<file path="src/hdl/bsft_pkg.sv">
package bsft_pkg;

  typedef enum logic [1:0] {
    OP_START = 2'd0,
    OP_DATA  = 2'd1,
    OP_END   = 2'd2
  } op_e;

  typedef enum logic [2:0] {
    REG_START_BYTE  = 3'd0,
    REG_END_BYTE    = 3'd1,
    REG_ESCAPE_BYTE = 3'd2,
    REG_START_SUB   = 3'd3,
    REG_END_SUB     = 3'd4,
    REG_ESCAPE_SUB  = 3'd5
  } reg_e;

  localparam int unsigned CfgIdxW = 3;
  localparam int unsigned CfgDataW = 8;
  localparam int unsigned CheckW = 7;

  localparam logic [7:0] RstStartByte  = 8'h02;
  localparam logic [7:0] RstEndByte    = 8'h03;
  localparam logic [7:0] RstEscapeByte = 8'h1b;
  localparam logic [7:0] RstStartSub   = 8'he7;
  localparam logic [7:0] RstEndSub     = 8'he8;
  localparam logic [7:0] RstEscapeSub  = 8'h00;

  typedef struct packed {
    logic [1:0] operation;
    logic [7:0] value;
    logic       raw_mode;
  } in_item_t;

  typedef struct packed {
    logic [7:0] out_byte;
    logic       run_last;
    logic       frame_done;
  } out_item_t;

  typedef struct packed {
    logic [7:0] start_byte;
    logic [7:0] end_byte;
    logic [7:0] escape_byte;
    logic [7:0] start_sub;
    logic [7:0] end_sub;
    logic [7:0] escape_sub;
  } cfg_t;

  // one queued job: up to three bytes, sent from index 0 upward
  typedef struct packed {
    logic [1:0]      cnt;
    logic [2:0][7:0] bytes;
    logic            frame_end;
  } job_t;

  typedef struct packed {
    logic       esc;
    logic [7:0] first;
    logic [7:0] second;
  } stuff_t;

  // first match wins: start, then end, then escape
  function automatic stuff_t stuff_byte(logic [7:0] b, logic raw, cfg_t cfg);
    stuff_t s;
    s.esc = 1'b0;
    s.first = b;
    s.second = 8'h00;
    if (!raw) begin
      if (b == cfg.start_byte) begin
        s.esc = 1'b1;
        s.first = cfg.escape_byte;
        s.second = cfg.start_sub;
      end else if (b == cfg.end_byte) begin
        s.esc = 1'b1;
        s.first = cfg.escape_byte;
        s.second = cfg.end_sub;
      end else if (b == cfg.escape_byte) begin
        s.esc = 1'b1;
        s.first = cfg.escape_byte;
        s.second = cfg.escape_sub;
      end
    end
    return s;
  endfunction

endpackage

</file>
<file path="src/hdl/bsft_front.sv">
module bsft_front import bsft_pkg::*; (
  input  logic                clk_i,
  input  logic                rst_ni,
  input  logic                accept_i,
  input  in_item_t            item_i,
  input  logic                cfg_we_i,
  input  logic [CfgIdxW-1:0]  cfg_idx_i,
  input  logic [CfgDataW-1:0] cfg_wdata_i,
  output logic                job_valid_o,
  output job_t                job_o
);

  cfg_t              cfg_q, cfg_d;
  logic              in_frame_q, in_frame_d;
  logic              raw_q, raw_d;
  logic [CheckW-1:0] check_q, check_d;
  stuff_t            st_tag, st_data, st_chk;

  always_comb begin
    cfg_d = cfg_q;
    if (cfg_we_i) begin
      case (cfg_idx_i)
        REG_START_BYTE:  cfg_d.start_byte = cfg_wdata_i;
        REG_END_BYTE:    cfg_d.end_byte = cfg_wdata_i;
        REG_ESCAPE_BYTE: cfg_d.escape_byte = cfg_wdata_i;
        REG_START_SUB:   cfg_d.start_sub = cfg_wdata_i;
        REG_END_SUB:     cfg_d.end_sub = cfg_wdata_i;
        REG_ESCAPE_SUB:  cfg_d.escape_sub = cfg_wdata_i;
        default: ;
      endcase
    end
  end

  assign st_tag = stuff_byte(item_i.value, item_i.raw_mode, cfg_q);
  assign st_data = stuff_byte(item_i.value, raw_q, cfg_q);
  assign st_chk = stuff_byte({1'b0, check_q}, raw_q, cfg_q);

  always_comb begin
    in_frame_d = in_frame_q;
    raw_d = raw_q;
    check_d = check_q;
    job_valid_o = 1'b0;
    job_o = '0;
    if (accept_i) begin
      case (item_i.operation)
        OP_START: begin
          job_valid_o = 1'b1;
          in_frame_d = 1'b1;
          raw_d = item_i.raw_mode;
          check_d = item_i.value[CheckW-1:0];
          job_o.bytes[0] = cfg_q.start_byte;
          job_o.bytes[1] = st_tag.first;
          job_o.bytes[2] = st_tag.second;
          job_o.cnt = st_tag.esc ? 2'd3 : 2'd2;
        end
        OP_DATA: begin
          if (in_frame_q) begin
            job_valid_o = 1'b1;
            check_d = check_q ^ item_i.value[CheckW-1:0];
            job_o.bytes[0] = st_data.first;
            job_o.bytes[1] = st_data.second;
            job_o.cnt = st_data.esc ? 2'd2 : 2'd1;
          end
        end
        OP_END: begin
          if (in_frame_q) begin
            job_valid_o = 1'b1;
            in_frame_d = 1'b0;
            job_o.frame_end = 1'b1;
            job_o.bytes[0] = st_chk.first;
            if (st_chk.esc) begin
              job_o.bytes[1] = st_chk.second;
              job_o.bytes[2] = cfg_q.end_byte;
              job_o.cnt = 2'd3;
            end else begin
              job_o.bytes[1] = cfg_q.end_byte;
              job_o.cnt = 2'd2;
            end
          end
        end
        default: ;
      endcase
    end
  end

  always_ff @(posedge clk_i or negedge rst_ni) begin
    if (!rst_ni) begin
      cfg_q.start_byte <= RstStartByte;
      cfg_q.end_byte <= RstEndByte;
      cfg_q.escape_byte <= RstEscapeByte;
      cfg_q.start_sub <= RstStartSub;
      cfg_q.end_sub <= RstEndSub;
      cfg_q.escape_sub <= RstEscapeSub;
      in_frame_q <= 1'b0;
      raw_q <= 1'b0;
      check_q <= '0;
    end else begin
      cfg_q <= cfg_d;
      in_frame_q <= in_frame_d;
      raw_q <= raw_d;
      check_q <= check_d;
    end
  end

endmodule

</file>
<file path="src/hdl/bsft_queue.sv">
module bsft_queue import bsft_pkg::*; #(
  parameter int unsigned Depth = 4
) (
  input  logic clk_i,
  input  logic rst_ni,
  input  logic wr_en_i,
  input  job_t wdata_i,
  input  logic rd_en_i,
  output job_t rdata_o,
  output logic full_o,
  output logic empty_o
);

  localparam int unsigned PtrW = (Depth > 1) ? $clog2(Depth) : 1;
  localparam int unsigned CntW = $clog2(Depth + 1);
  localparam logic [PtrW-1:0] LastPtr = PtrW'(Depth - 1);

  job_t            mem_q [Depth];
  logic [PtrW-1:0] wr_ptr_q, wr_ptr_d;
  logic [PtrW-1:0] rd_ptr_q, rd_ptr_d;
  logic [CntW-1:0] cnt_q, cnt_d;

  assign full_o = cnt_q == CntW'(Depth);
  assign empty_o = cnt_q == '0;
  assign rdata_o = mem_q[rd_ptr_q];

  always_comb begin
    wr_ptr_d = wr_ptr_q;
    rd_ptr_d = rd_ptr_q;
    cnt_d = cnt_q;
    if (wr_en_i) begin
      wr_ptr_d = (wr_ptr_q == LastPtr) ? '0 : wr_ptr_q + 1'b1;
    end
    if (rd_en_i) begin
      rd_ptr_d = (rd_ptr_q == LastPtr) ? '0 : rd_ptr_q + 1'b1;
    end
    case ({wr_en_i, rd_en_i})
      2'b10:   cnt_d = cnt_q + 1'b1;
      2'b01:   cnt_d = cnt_q - 1'b1;
      default: cnt_d = cnt_q;
    endcase
  end

  always_ff @(posedge clk_i or negedge rst_ni) begin
    if (!rst_ni) begin
      wr_ptr_q <= '0;
      rd_ptr_q <= '0;
      cnt_q <= '0;
    end else begin
      wr_ptr_q <= wr_ptr_d;
      rd_ptr_q <= rd_ptr_d;
      cnt_q <= cnt_d;
    end
  end

  always_ff @(posedge clk_i) begin
    if (wr_en_i) begin
      mem_q[wr_ptr_q] <= wdata_i;
    end
  end

endmodule

</file>
<file path="src/hdl/bsft_back.sv">
module bsft_back import bsft_pkg::*; (
  input  logic      clk_i,
  input  logic      rst_ni,
  input  logic      q_empty_i,
  input  job_t      q_data_i,
  output logic      q_rd_o,
  output logic      empty_o,
  input  logic      pop_i,
  output out_item_t out_item_o
);

  logic       valid_q;
  logic [1:0] idx_q;
  job_t       job_q;
  logic       last;
  logic       pop_ok;
  logic       load;

  assign last = idx_q == (job_q.cnt - 2'd1);
  assign pop_ok = pop_i && valid_q;
  // take the next job once the current one has gone out completely
  assign load = !valid_q || (pop_ok && last);
  assign q_rd_o = load && !q_empty_i;
  assign empty_o = !valid_q;

  always_comb begin
    case (idx_q)
      2'd1:    out_item_o.out_byte = job_q.bytes[1];
      2'd2:    out_item_o.out_byte = job_q.bytes[2];
      default: out_item_o.out_byte = job_q.bytes[0];
    endcase
    out_item_o.run_last = last;
    out_item_o.frame_done = last && job_q.frame_end;
  end

  always_ff @(posedge clk_i or negedge rst_ni) begin
    if (!rst_ni) begin
      valid_q <= 1'b0;
      idx_q <= '0;
    end else if (load) begin
      valid_q <= !q_empty_i;
      idx_q <= '0;
    end else if (pop_ok) begin
      idx_q <= idx_q + 2'd1;
    end
  end

  always_ff @(posedge clk_i) begin
    if (q_rd_o) begin
      job_q <= q_data_i;
    end
  end

endmodule

</file>
<file path="src/hdl/byte_stuffing_frame_transmitter_core.sv">
// output path: the first output byte of an accepted word passes through the job queue
// and the serializer's job register before it is on the result ports and can be popped
// throughput: one output byte per cycle from the back-end serializer while pop is held;
// an item gives up to three bytes; items enter one per cycle while the job queue has room
// reset: rst_ni clears frame state, checksum, queue and serializer and loads the
// default delimiter and substitute bytes
module byte_stuffing_frame_transmitter_core import bsft_pkg::*; #(
  parameter int unsigned QueueDepth = 4
) (
  input  logic                clk_i,
  input  logic                rst_ni,
  input  logic                push,
  output logic                full,
  input  in_item_t            in_item_i,
  output logic                empty,
  input  logic                pop,
  output out_item_t           out_item_o,
  input  logic                cfg_we_i,
  input  logic [CfgIdxW-1:0]  cfg_idx_i,
  input  logic [CfgDataW-1:0] cfg_wdata_i
);

  logic accept;
  logic job_valid;
  job_t job;
  job_t q_data;
  logic q_rd;
  logic q_empty;

  assign accept = push && !full;

  bsft_front u_front (
    .clk_i       (clk_i),
    .rst_ni      (rst_ni),
    .accept_i    (accept),
    .item_i      (in_item_i),
    .cfg_we_i    (cfg_we_i),
    .cfg_idx_i   (cfg_idx_i),
    .cfg_wdata_i (cfg_wdata_i),
    .job_valid_o (job_valid),
    .job_o       (job)
  );

  bsft_queue #(
    .Depth (QueueDepth)
  ) u_queue (
    .clk_i   (clk_i),
    .rst_ni  (rst_ni),
    .wr_en_i (job_valid),
    .wdata_i (job),
    .rd_en_i (q_rd),
    .rdata_o (q_data),
    .full_o  (full),
    .empty_o (q_empty)
  );

  bsft_back u_back (
    .clk_i      (clk_i),
    .rst_ni     (rst_ni),
    .q_empty_i  (q_empty),
    .q_data_i   (q_data),
    .q_rd_o     (q_rd),
    .empty_o    (empty),
    .pop_i      (pop),
    .out_item_o (out_item_o)
  );

endmodule

</file>
<file path="config.mk">
export PLATFORM = sky130hd
export DESIGN_NAME = byte_stuffing_frame_transmitter_core
export DESIGN_NICKNAME = d
export VERILOG_FILES = /design/src/hdl/bsft_pkg.sv /design/src/hdl/bsft_front.sv /design/src/hdl/bsft_queue.sv /design/src/hdl/bsft_back.sv /design/src/hdl/byte_stuffing_frame_transmitter_core.sv
export SDC_FILE = /design/constraint.sdc
export NUM_CORES = 1
export LEC_CHECK = 0
export BUFFER_PORTS_ARGS = -buffer_cell sky130_fd_sc_hd__buf_4
export CORE_MARGIN = 1.5
export CORE_UTILIZATION = 50
export DETAILED_ROUTE_END_ITERATION = 7
export PLACE_DENSITY_LB_ADDON = 0.3
export SLEW_MARGIN = 25
export SYNTH_ARGS = -nofsm -noshare
export SYNTH_HDL_FRONTEND = slang
export SYNTH_SLANG_ARGS = --single-unit
</file>
<file path="constraint.sdc">
create_clock -name clk_i -period 9.64 [get_ports clk_i]
set_input_delay 1.928 -clock clk_i [delete_from_list [all_inputs] [get_ports clk_i]]
set_output_delay 1.928 -clock clk_i [all_outputs]
set_load 0.03 [all_outputs]
</file>
==> results.cfg <==
[run]
max_cap_viol_count = 0

[setup_path]
cp-start-kind = input pin
crit_slowest_cell = nor3_1
cp-startpoint = in_item_i[10]
crit_required_ps = 9910
reg2regPathDepth = 6
arrival_ps = 4480
crit_path_end_kind = flop
crit_type = in2reg
cp_top_family = simple AND/OR/NAND/NOR gates
crit_fanout = 18
crit_path_max_incr_delay_ps = 650
path_depth = 9
worstReg2RegStart = u_front.check_q[3]$_DFFE_PN0P_
path_buf_inv = 2
cp_common_cell = nand2_1
worstPathCellList = buf_4 > inv_1 > ha_1 > nand2_1 > nor3_1 > nand2_1 > nor2_1 > a21oi_1 > o211ai_1

[place]
hpwl_um = 17230
gp_congestion = 0.9945
dpl_cell_area_um2 = 10460
port_buffers = 38

[floorplanning]
die-area_um2 = 20880
initial_utilization = 0.5128
io_pins = 39
std_cell_rows = 51
core_um2 = 19530
die_w_um = 144.5
fp.dieH_um = 144.5

[clock_tree]
clk_root_buffer_cell = clkbuf_16
cts_tree = done
cts_buffers = 22
htreeDepth = 1
clockBufferDepth = 3
ctsHoldBuffers = 0
cts_resized = 0
numClockSinks = 202
cts_setup_buffers = 0
clock_latency_ps = 500
clk_pin_slew_ps = 60

[run_status]
status = finished, final reports clean

[logic_synthesis]
yosys-top-cells-area = edfxtp_1 (40%), dfrtp_1 (12%), mux4_2 (6.1%)
netlist_area_um2 = 10010
synthCells = 789
syn-num-nets = 829
ys_warn_count = 0
syn_avg_cell_area_um2 = 12.69
ys_async_sr_fraction = 0.3317
synth_largest_area_cell = edfxtp_1
synth.top_cell.area_share = 0.4049
synth-edff-count = 135
synth_seq_area_share = 0.5745
synth_flop_cell = edfxtp_1
ys_types = 57
ys_seq_elements = 202

[detailed_routing]
routed_wl_um = 24290
wl_per_cell_um = 22.43
avgViaCountPerCell = 6.133
via_count = 6642
dr.pass1.iters = 6
drc = 0
ant_nets = 0
drt-initial-drc-count = 628

[timing]
tightest_slew_ps = 1054
hold_viol = 0
setup_viol = 0
rsz0062_at_grt = false
slew_viol_final = 0
max_slew_margin = 0.2919
clock_skew_ps = 22.34
min_period_ps = 4207
timing.fmax_ghz = 0.2377
post-route-period-util = 0.4364
setup_tns_ps = 0

[power_and_ir_drop]
p_int_uw = 1913
ir_worst_vdd_mv = 0.1380
p_sw_frac = 0.3251
p_comb_frac = 0.270
p_switching_uw = 921.5
p_per_area_nw_per_um2 = 254.3
leakage_uw = 0.003962
p_seq_frac = 0.457
p_clk_frac = 0.274

[global_routing]
overflow = 0
grt_pass1_vias = 6538
grt_pass1_wl_um = 37550
antenna_found_initial = 0
grt_start_max_net_pins = 68
track_usage = 0.2401

[final_layout]
finalInstanceArea_um2 = 11150
drive_gt1_frac = 0.2225
area_delta_synth_final_pct = 11.35
multiInputGateArea_um2 = 3925
seqCellArea_um2 = 5756
fillers = 1619
antenna_cells = 0
final_nets = 843

[min_path]
hp-start = u_queue.cnt_q[2]$_DFFE_PN0P_
min_path_cells = 1
hp-class = reg2reg
==> final cells by class <==
cell class | count | area share
flip-flops and latches | 202 | 0.5163
multi-input cells | 501 | 0.3521
clock buffers | 29 | 0.05365
repair buffers | 47 | 0.03165
well taps | 265 | 0.02974
inverters | 29 | 0.009764
clock inverters | 10 | 0.006846
==> Yosys cell counts (all sizes together) (6+ instances only) <==
cell and number:
edfxtp 135, nand2 52, dfrtp 50, clkbuf 44, nor2 41, mux2 37
o21ai 35, a21oi 32, inv 29, mux4 27, xnor2 26, xor2 23
o211ai 22, a22oi 17, dfstp 17, a211oi 14, buf 13, nor3 13
a31oi 12, ha 12, nand3 12, a31o 10, a311oi 9, mux2i 9
o22ai 9, a221oi 8, a221o 7, and2 7, and4 7, or2 7
and3 6, nand2b 6, nand4 6, nor4 6
==> cells in the final DEF, fill, tap and decap left out, types with 7 or more instances in the layout <==
cell type,count
a311oi_1,9
nor3_1,12
nor2_1,41
o21ai_0,34
and2_1,7
xor2_1,23
dfrtp_1,49
and4_1,7
mux2i_1,9
a211oi_1,14
a22oi_1,17
inv_1,29
mux4_2,27
edfxtp_1,135
a221o_1,7
xnor2_1,26
a221oi_1,8
ha_1,12
a31o_2,10
nand3_1,12
a21oi_1,31
o22ai_1,9
dfstp_2,17
buf_4,47
mux2_2,37
a31oi_1,10
clkbuf_16,23
o211ai_1,22
nand2_1,52
==> power by group through the flow <==
stage	clock, uW	sequential [uW]	combinational (uW)
3_5_place_dp	0	1310	767
4_1_cts	796	1290	769
2_1_floorplan	0	1200	621
6_report	775	1290	764
5_1_grt	829	1320	830
3_3_place_gp	0	1300	748
==> path summary, 6_finish.rpt <==
check,end,slack [ps]
max,u_queue.mem_q[1][1]$_DFFE_PP_,5430
min,u_queue.cnt_q[2]$_DFFE_PN0P_,480
max reg2reg,u_queue.mem_q[2][8]$_DFFE_PP_,6300
min reg2reg,u_queue.cnt_q[2]$_DFFE_PN0P_,480
max in group asynchronous,u_queue.rd_ptr_q[0]$_DFFE_PN0P_,7370
min in group asynchronous,u_back.idx_q[0]$_DFFE_PN0P_,1500
==> layer usage <==
layer | wire, um | up-vias | track usage
li1 | - | 3044 | -
met1 | 10750 | 3303 | 0.3343
met2 | 11470 | 233 | 0.3908
met3 | 1329 | 62 | 0.02781
met4 | 737 | 0 | 0.08878
met5 | 0 | - | 0
==> logic make-up after synthesis <==
group | after synthesis | share of synthesized area
adder cells (fa/ha/maj) | 13 | 0.01700
AND/OR/NAND/NOR | 180 | 0.09035
XOR/XNOR | 49 | 0.04286
multiplexers | 73 | 0.1113
buffers and inverters | 86 | 0.03499
flip-flops | 202 | 0.5745
AO/OA/AOI/OAI | 186 | 0.1290
==> sequential cells by signal (all words and copies together), names as in the netlist, 2 cells and up <==
register / count
u_front.cfg_q: 48
u_queue.rd_ptr_q: 2
u_queue.cnt_q: 3
u_queue.mem_q: 108
u_front.check_q: 7
u_back.idx_q: 2
u_queue.wr_ptr_q: 2
u_back.job_q: 27
==> metrics by stage <==
| stage | power, uW | utilization | setup WS [ps] | hold slack (ps) | instances |
|---|---|---|---|---|---|
| final | 2835 | 0.5709 | 5433 | 483.5 | 1083 |
| after global routing | 2977 | 0.5709 | 5218 | 494.2 | 1083 |
| after CTS | 2858 | 0.5702 | 5527 | 488.7 | 1083 |
| after detailed placement | 2076 | 0.5357 | 5034 | 481.1 | 1044 |
| after global placement | 2049 | 0.5357 | 5152 | 469.3 | 1044 |
| after floorplan | 1819 | - | 4785 | 454.3 | 789 |
Power figures use the tool's default switching activity.
